$ cat config.mk
export PLATFORM = sky130hd
export DESIGN_NAME = block_buffer_cache_directory
export DESIGN_NICKNAME = d
export VERILOG_FILES = /design/src/rtl/core/bbc_pkg.sv /design/src/rtl/core/bbc_ram.sv /design/src/rtl/core/block_buffer_cache_directory.sv
export SDC_FILE = /design/constraint.sdc
export NUM_CORES = 2
export LEC_CHECK = 0
export BUFFER_PORTS_ARGS = -buffer_cell sky130_fd_sc_hd__buf_2
export CAP_MARGIN = 20
export CORE_ASPECT_RATIO = 0.9
export CORE_MARGIN = 3
export CORE_UTILIZATION = 25
export CTS_BUF_LIST = sky130_fd_sc_hd__clkbuf_8
export DETAILED_ROUTE_END_ITERATION = 7
export PLACE_DENSITY = 0.42
export SLEW_MARGIN = 20
export SYNTH_ARGS = -nofsm -noshare
export SYNTH_HDL_FRONTEND = slang
export SYNTH_SLANG_ARGS = --single-unit
$ cat constraint.sdc
create_clock -name clk -period 9.3 [get_ports clk]
set_input_delay 1.86 -clock clk [delete_from_list [all_inputs] [get_ports clk]]
set_output_delay 1.86 -clock clk [all_outputs]
set_load 0.01 [all_outputs]
$ cat src/rtl/core/bbc_pkg.sv
// Shared constants and types of the buffer cache directory.
// No dependencies.
`timescale 1ns / 1ps
package bbc_pkg;
  localparam int NUM_SLOTS   = 64;
  localparam int DEVICE_BITS = 8;

  localparam int SLOT_AW = $clog2(NUM_SLOTS);
  localparam int LINK_W  = $clog2(NUM_SLOTS + 1);

  localparam int DEV_KEEP = (DEVICE_BITS > 8) ? 8 : DEVICE_BITS;
  localparam logic [7:0] DEV_MASK = 8'((9'd1 << DEV_KEEP) - 9'd1);

  localparam logic [LINK_W-1:0] EMPTY = LINK_W'(NUM_SLOTS);

  localparam logic OP_GET     = 1'b0;
  localparam logic OP_RELEASE = 1'b1;

  localparam logic [2:0] ST_HIT      = 3'd0;
  localparam logic [2:0] ST_MISS     = 3'd1;
  localparam logic [2:0] ST_NOBUF    = 3'd2;
  localparam logic [2:0] ST_RELEASED = 3'd3;
  localparam logic [2:0] ST_UNREF    = 3'd4;

  typedef struct packed {
    logic [7:0]  dev;
    logic [31:0] blk;
    logic [7:0]  cnt;
  } meta_t;
endpackage

$ cat src/rtl/core/bbc_ram.sv
// Generic simple dual-port RAM, one write and one registered read port.
// No dependencies.
`timescale 1ns / 1ps
module bbc_ram #(
  parameter int WIDTH  = 8,
  parameter int DEPTH  = 64,
  parameter int ADDR_W = $clog2(DEPTH)
) (
  input  logic              clk,
  input  logic              we,
  input  logic [ADDR_W-1:0] waddr,
  input  logic [WIDTH-1:0]  wdata,
  input  logic [ADDR_W-1:0] raddr,
  output logic [WIDTH-1:0]  rdata
);
  logic [WIDTH-1:0] mem [DEPTH];

  always_ff @(posedge clk) begin
    if (we) begin
      mem[waddr] <= wdata;
    end
    rdata <= mem[raddr];
  end
endmodule

$ cat src/rtl/core/block_buffer_cache_directory.sv
// Block buffer cache directory: get / release of tagged buffer slots, LRU free list.
// Uses bbc_pkg and bbc_ram.
//
// Usage:
//   Input channel (in_valid / in_stall): operation 0 is a get of device and
//   block_number, operation 1 a release of slot (modified marks it dirty).
//   One request is worked on at a time; in_stall is high while it runs.
//   Output channel (out_valid / out_stall): one result per request, held in
//   an output register, so a new request is taken while a result still waits.
//   Config channel (cfg_valid / cfg_ready): writes sectors_per_block.
// Steps from acceptance to result:
//   get: tag RAM scanned one slot per cycle in slot order, stops at the first
//   hit; a hit on a slot in the free list also unlinks it from the list. A
//   miss scans all slots, then takes a never-used slot or else reuses the least
//   recently released slot, unlinking it from the free list.
//   release: read, update, optional free-list push.
//   After each result the block returns to idle, where it takes the next request.
// Reset: all slots untagged, free list empty, sectors_per_block = 2.
//   No clearing pass; the slot flags and free-list pointers are reset registers.
// Stall: a finished result waits in the finish step until the output
//   register is free; the block then returns to idle and takes the next request.
`timescale 1ns / 1ps
module block_buffer_cache_directory (
  input  logic        clk,
  input  logic        rst,
  input  logic        in_valid,
  output logic        in_stall,
  input  logic        operation,
  input  logic [7:0]  device,
  input  logic [31:0] block_number,
  input  logic [5:0]  slot,
  input  logic        modified,
  output logic        out_valid,
  input  logic        out_stall,
  output logic [2:0]  status,
  output logic [5:0]  result_slot,
  output logic        read_request,
  output logic        write_request,
  output logic [7:0]  request_device,
  output logic [34:0] request_sector,
  output logic [7:0]  reference_count,
  input  logic        cfg_valid,
  output logic        cfg_ready,
  input  logic [3:0]  cfg_data
);
  import bbc_pkg::*;

  typedef enum logic [3:0] {
    S_IDLE, S_SCAN, S_HIT, S_MISS, S_UNL_RD, S_UNL_WR,
    S_REL_RD, S_REL_CK, S_PUSH0, S_PUSH1, S_FIN
  } state_t;

  state_t state;

  logic [3:0]          spb;
  logic [7:0]          op_dev;
  logic [31:0]         op_blk;
  logic                op_mod;
  logic [SLOT_AW-1:0]  s_reg;
  logic [LINK_W-1:0]   scan_idx;
  logic [SLOT_AW-1:0]  chk_idx;
  logic                chk_valid;
  logic [7:0]          cnt_reg;
  logic [NUM_SLOTS-1:0] slot_tagged;
  logic [NUM_SLOTS-1:0] on_free;
  logic [LINK_W-1:0]   head;
  logic [LINK_W-1:0]   tail;
  logic [LINK_W-1:0]   handed;

  logic [2:0]  res_status;
  logic [5:0]  res_slot;
  logic        res_rd;
  logic        res_wr;
  logic [7:0]  res_dev;
  logic [34:0] res_sec;
  logic [7:0]  res_cnt;

  // memories
  meta_t              meta_rd, meta_wd;
  logic               meta_we;
  logic [SLOT_AW-1:0] meta_waddr, meta_raddr;
  logic [LINK_W-1:0]  prev_rd, next_rd, prev_wd, next_wd;
  logic               prev_we, next_we;
  logic [SLOT_AW-1:0] prev_waddr, next_waddr;

  bbc_ram #(.WIDTH($bits(meta_t)), .DEPTH(NUM_SLOTS)) u_meta (
    .clk(clk), .we(meta_we), .waddr(meta_waddr), .wdata(meta_wd),
    .raddr(meta_raddr), .rdata(meta_rd)
  );
  bbc_ram #(.WIDTH(LINK_W), .DEPTH(NUM_SLOTS)) u_prev (
    .clk(clk), .we(prev_we), .waddr(prev_waddr), .wdata(prev_wd),
    .raddr(s_reg), .rdata(prev_rd)
  );
  bbc_ram #(.WIDTH(LINK_W), .DEPTH(NUM_SLOTS)) u_next (
    .clk(clk), .we(next_we), .waddr(next_waddr), .wdata(next_wd),
    .raddr(s_reg), .rdata(next_rd)
  );

  logic               match, scan_done, have_new, have_tail;
  logic [SLOT_AW-1:0] miss_slot;
  logic [7:0]         rel_cnt;
  logic [31:0]        mul_blk;
  logic [35:0]        prod;

  assign in_stall  = (state != S_IDLE);
  assign cfg_ready = (state == S_IDLE);

  assign match = chk_valid && slot_tagged[chk_idx] &&
                 (meta_rd.dev == op_dev) && (meta_rd.blk == op_blk);
  assign scan_done = !chk_valid && (scan_idx == LINK_W'(NUM_SLOTS));
  assign have_new  = (handed < LINK_W'(NUM_SLOTS));
  assign have_tail = (tail != EMPTY);
  assign miss_slot = have_new ? handed[SLOT_AW-1:0] : tail[SLOT_AW-1:0];
  assign rel_cnt   = slot_tagged[s_reg] ? meta_rd.cnt : 8'd0;
  assign mul_blk   = (state == S_REL_CK) ? meta_rd.blk : op_blk;
  assign prod      = 36'(mul_blk) * 36'(spb);

  assign meta_raddr = (state == S_SCAN) ? scan_idx[SLOT_AW-1:0] : s_reg;

  always_comb begin
    meta_we    = 1'b0;
    meta_waddr = s_reg;
    meta_wd    = '{dev: op_dev, blk: op_blk, cnt: cnt_reg};
    case (state)
      S_HIT: meta_we = 1'b1;
      S_MISS: begin
        meta_we    = have_new || have_tail;
        meta_waddr = miss_slot;
        meta_wd    = '{dev: op_dev, blk: op_blk, cnt: 8'd1};
      end
      S_REL_CK: begin
        meta_we = (rel_cnt != 8'd0);
        meta_wd = '{dev: meta_rd.dev, blk: meta_rd.blk, cnt: rel_cnt - 8'd1};
      end
      default: ;
    endcase
  end

  // free-list link writes
  always_comb begin
    prev_we    = 1'b0;
    prev_waddr = s_reg;
    prev_wd    = EMPTY;
    next_we    = 1'b0;
    next_waddr = s_reg;
    next_wd    = head;
    case (state)
      S_UNL_WR: begin
        prev_we    = (next_rd != EMPTY);
        prev_waddr = next_rd[SLOT_AW-1:0];
        prev_wd    = prev_rd;
        next_we    = (prev_rd != EMPTY);
        next_waddr = prev_rd[SLOT_AW-1:0];
        next_wd    = next_rd;
      end
      S_PUSH0: begin
        prev_we = 1'b1;
        next_we = 1'b1;
      end
      S_PUSH1: begin
        prev_we    = (head != EMPTY);
        prev_waddr = head[SLOT_AW-1:0];
        prev_wd    = LINK_W'(s_reg);
      end
      default: ;
    endcase
  end

  always_ff @(posedge clk) begin
    if (rst) begin
      state       <= S_IDLE;
      spb         <= 4'd2;
      slot_tagged <= '0;
      on_free     <= '0;
      head        <= EMPTY;
      tail        <= EMPTY;
      handed      <= '0;
      chk_valid   <= 1'b0;
      out_valid   <= 1'b0;
    end else begin
      // the finish step reloads the output register itself
      if (out_valid && !out_stall && state != S_FIN) begin
        out_valid <= 1'b0;
      end
      if (cfg_valid && cfg_ready) begin
        spb <= cfg_data;
      end
      unique case (state)
        S_IDLE: begin
          if (in_valid) begin
            op_dev   <= device & DEV_MASK;
            op_blk   <= block_number;
            op_mod   <= modified;
            s_reg    <= SLOT_AW'(slot);
            res_slot <= slot;
            if (operation == OP_GET) begin
              scan_idx  <= '0;
              chk_valid <= 1'b0;
              state     <= S_SCAN;
            end else if (32'(slot) >= NUM_SLOTS) begin
              res_status <= ST_UNREF;
              res_cnt    <= 8'd0;
              res_rd     <= 1'b0;
              res_wr     <= 1'b0;
              res_dev    <= 8'd0;
              res_sec    <= '0;
              state      <= S_FIN;
            end else begin
              state <= S_REL_RD;
            end
          end
        end
        S_SCAN: begin
          // read of slot scan_idx overlaps the compare of chk_idx
          if (scan_idx != LINK_W'(NUM_SLOTS)) begin
            scan_idx  <= scan_idx + 1'b1;
            chk_idx   <= scan_idx[SLOT_AW-1:0];
            chk_valid <= 1'b1;
          end else begin
            chk_valid <= 1'b0;
          end
          if (match) begin
            s_reg   <= chk_idx;
            cnt_reg <= (meta_rd.cnt == 8'hFF) ? 8'hFF : meta_rd.cnt + 8'd1;
            state   <= S_HIT;
          end else if (scan_done) begin
            state <= S_MISS;
          end
        end
        S_HIT: begin
          res_status <= ST_HIT;
          res_slot   <= 6'(s_reg);
          res_cnt    <= cnt_reg;
          res_rd     <= 1'b0;
          res_wr     <= 1'b0;
          res_dev    <= 8'd0;
          res_sec    <= '0;
          state      <= on_free[s_reg] ? S_UNL_RD : S_FIN;
        end
        S_MISS: begin
          res_wr <= 1'b0;
          if (have_new || have_tail) begin
            slot_tagged[miss_slot] <= 1'b1;
            s_reg      <= miss_slot;
            res_status <= ST_MISS;
            res_slot   <= 6'(miss_slot);
            res_rd     <= 1'b1;
            res_dev    <= op_dev;
            res_sec    <= 35'(prod);
            res_cnt    <= 8'd1;
            if (have_new) begin
              handed <= handed + 1'b1;
              state  <= S_FIN;
            end else begin
              state <= S_UNL_RD;
            end
          end else begin
            res_status <= ST_NOBUF;
            res_slot   <= 6'd0;
            res_rd     <= 1'b0;
            res_dev    <= 8'd0;
            res_sec    <= '0;
            res_cnt    <= 8'd0;
            state      <= S_FIN;
          end
        end
        S_UNL_RD: state <= S_UNL_WR;
        S_UNL_WR: begin
          if (prev_rd == EMPTY) begin
            head <= next_rd;
          end
          if (next_rd == EMPTY) begin
            tail <= prev_rd;
          end
          on_free[s_reg] <= 1'b0;
          state <= S_FIN;
        end
        S_REL_RD: state <= S_REL_CK;
        S_REL_CK: begin
          res_rd <= 1'b0;
          if (rel_cnt == 8'd0) begin
            res_status <= ST_UNREF;
            res_cnt    <= 8'd0;
            res_wr     <= 1'b0;
            res_dev    <= 8'd0;
            res_sec    <= '0;
            state      <= S_FIN;
          end else begin
            // dirty never outlives a release: write back exactly when modified
            res_status <= ST_RELEASED;
            res_cnt    <= rel_cnt - 8'd1;
            res_wr     <= op_mod;
            res_dev    <= op_mod ? meta_rd.dev : 8'd0;
            res_sec    <= op_mod ? 35'(prod) : 35'd0;
            state      <= (rel_cnt == 8'd1 && !on_free[s_reg]) ? S_PUSH0 : S_FIN;
          end
        end
        S_PUSH0: state <= S_PUSH1;
        S_PUSH1: begin
          head <= LINK_W'(s_reg);
          if (head == EMPTY) begin
            tail <= LINK_W'(s_reg);
          end
          on_free[s_reg] <= 1'b1;
          state <= S_FIN;
        end
        S_FIN: begin
          if (!out_valid || !out_stall) begin
            out_valid       <= 1'b1;
            status          <= res_status;
            result_slot     <= res_slot;
            read_request    <= res_rd;
            write_request   <= res_wr;
            request_device  <= res_dev;
            request_sector  <= res_sec;
            reference_count <= res_cnt;
            state           <= S_IDLE;
          end
        end
        default: state <= S_IDLE;
      endcase
    end
  end
endmodule

==> impl_results.md <==
- Status: finished clean
- Synthesis-stage register bit count: 4381
- Routed WL per cell: 31.0 um
- Fraction of layout cells with a size suffix above 1: 23.0%
- DR pass1 iterations: 6
- CTS tree: yes
- Unrepaired setup endpoints after global routing: no
- Register area share after synthesis: about three quarters
- Initial antenna violation count: 74
- Largest net degree at the start of global routing: 123
- Antenna-violating nets left: 0
- Req. time, crit path: 10.30 ns
- Global routing usage on met1: 24.0%
- Top cells by area, synth: edfxtp_1 (72%), mux4_2 (10%), mux2i_1 (4.4%)
- Most common library cells after synthesis: edfxtp_1 (4160), mux4_2 (805), mux2i_1 (767)
- CTS Buffer Depth: 4
- Global-route wire length before repair: 820 mm
- Die area: 0.704 mm2
- Drt drc: 0
- Post-CTS Setup Bufs: 0
- Biggest regs: u_meta.mem (3072), u_next.mem (448), u_prev.mem (448)
- Syn_nets: a little over 9000
- CTS buffer count: between 700 and 800
- # IOs: 122
- Area Overhead vs Synth: 15.7%
- Initial core utilization: between 20% and 30%
- Crit path time final: 7.54 ns
- F_max: between 0.1 and 0.15 GHz
- Clock Latency Late Sink: around 1.3 ns
- M2 GR Usage: 24.6%
- H-tree depth: 6
- Max-Cap Viols: 0
- Final clock skew: 0.0856 ns
- Final setup violation count: 0
- Yosys top cell area share: 72.0%
- Power Density: about 290 mW/mm2
- Post-CTS Hold Fix Bufs: 0
- Post_cts resized: 0
- Clock transition at path regs: 0.07 ns
- Synth unique cells: 85
- LEAKAGE: 65.1 nW
- Grt peak-use layer: met2
- Mapped Cells: 8973
- Die width: 884 um
- Core ar.: between 0.6 and 0.7 mm2
- Largest fanout on the critical path: 68
- Final hold vios: 0
- Setup TNS: 0 ns
- Most frequent cell after synthesis: edfxtp_1
- Top cell type by total area after synthesis: edfxtp_1
- Max reg flops: around 3100
- CTS root buffer: clkbuf_8
- Final wirelength: 605 mm
- Tcrit/Tclk final: between 80 and 90%
- Number of flops mapped to enable cells by yosys: 4160
- Startpoint types: register
- GR Layer Usage met3: 4.51%
- Worst Hold Class: reg -> reg
- Fraction of registers with async set/reset: 0%
- Vias in the first global route: between 90000 and 100k
- Initial DRC Count: 10200
- Final HPWL DP: 358 mm
- GRT Util Overall: 16.5%
- Setup Crit Path Kind: reg -> reg
- Mean Syn Cell Area: 19.3 um2
- Minimum hold slack: 0.419 ns
- Fill count: ~68000
- Worst EP arrival: 8.54 ns
- Headroom to the max-slew limit: 16.0%
- Final-stage net count: 9824
- Nature of the critical path endpoint: register
- CTS sink cnt: 4381
- Number of vias per cell: between 4 and 5
- Synth warn: 0
- Worst slew pin tran: ~1.2 ns
- Top reg by flops: u_meta.mem
- Via count: 94300
- Synth Cell Area: 0.173 mm2
- Die H: between 700 and 800 um
- Gpl congestion: ~0.82
- Total global routing overflow: 0
- Port bufs: between 100 and 150
- Top FF cell, synth: edfxtp_1
- Max-slew violation count: 0
- Peak supply drop: 0.000238 V
- Row count: 289
[layer usage]
| metal | up-vias | routed length (um) |
|---|---|---|
| met5 | - | 719 |
| met4 | 32 | 14100 |
| met3 | 828 | 52800 |
| met2 | 4015 | 263000 |
| met1 | 51200 | 275000 |
| li1 | 38200 | - |
[where the power goes]
part	leakage [nW]	internal, W	total [W]	switching [W]
Combinational	17.7	0.00677	0.0186	0.0118
Clock	8.01	0.00828	0.0164	0.00816
Sequential	39.4	0.0227	0.0232	0.000540
Total	65.1	0.0377	0.0583	0.0205
[metrics by stage]
stage / instances / instance area [um2] / worst slack, ns / power [W] / utilization [%]
2_1_floorplan: 8973 / 173000 / 1.27 / 0.0349 / -
3_3_place_gp: 18100 / 187000 / 2.01 / 0.0424 / 27.1
3_5_place_dp: 18100 / 187000 / 1.87 / 0.0424 / 27.1
4_1_cts: 19400 / 200000 / 1.89 / 0.0590 / 29.1
5_1_grt: 19500 / 201000 / 1.29 / 0.0607 / 29.1
6_report: 19500 / 201000 / 1.76 / 0.0583 / 29.1
[logic make-up (layout without fill, tap and decap cells)]
group	after synthesis	in the layout	synth area share, %
other	0	70	0
xor gates and xnor gates	76	76	0.384
AOI/OAI and AO/OA	1016	1016	4.08
adders and majority gates	105	105	1.02
buffers and inverters	642	1946	1.80
muxes	1599	1599	15.1
DFF	4381	4381	74.6
and+or+nand+nor	1154	1154	3.10
[critical path, stage by stage, from the launching register on]
cell       delay, ns
dfxtp_1         0.57
nor2b_1         0.79
nand2_1         0.44
nor2_4          0.59
nand2_1         0.14
nand2_2         0.08
buf_4           0.71
nand2_1         0.17
fa_1            0.51
fa_1            0.49
inv_1           0.04
ha_1            0.33
and3_1          0.20
nand3_1         0.08
a2bb2oi_1       0.45
a31oi_1         0.23
o31ai_1         0.69
a31oi_1         0.22
o22ai_1         0.19
mux2_2          0.35
[cell type report]
cell class | instances | area [um2] | share of cell area, %
Sequential cell | 4381 | 129000 | 64.4
Multi-Input combinational cell | 3950 | 41900 | 20.9
Tap cell | 9166 | 11500 | 5.71
Clock buffer | 758 | 10400 | 5.20
Timing Repair Buffer | 455 | 3580 | 1.78
Clock inverter | 591 | 3330 | 1.66
Inverter | 142 | 533 | 0.265
Antenna cell | 70 | 175 | 0.0873
[path summary, 6_finish.rpt]
path                            depth (start not counted)                 to  startpoint  slack, ns
worst min-delay path                                    0  request_sector[5]  res_sec[5]       0.42
worst min register to register                          0  request_sector[5]  res_sec[5]       0.42
worst max register to register                         19        res_sec[33]    state[0]       1.76
worst max-delay path                                   19        res_sec[33]    state[0]       1.76
[cells in the final DEF, fill, tap and decap left out, drive strengths merged, types with 27 or more instances in the layout]
master / instances
ha: 45
nand2: 332
a22oi: 238
nand4: 35
a31oi: 85
fa: 60
dfxtp: 221
nor4: 60
and2: 102
inv: 443
buf: 455
xnor2: 57
diode: 70
mux2: 27
nand3: 137
mux4: 805
clkbuf: 758
a221oi: 124
a21oi: 221
edfxtp: 4160
nor3: 55
clkinv: 250
mux2i: 767
a22o: 92
o21ai: 123
nor2: 346
No activity file was read; power rests on OpenSTA's default activity.
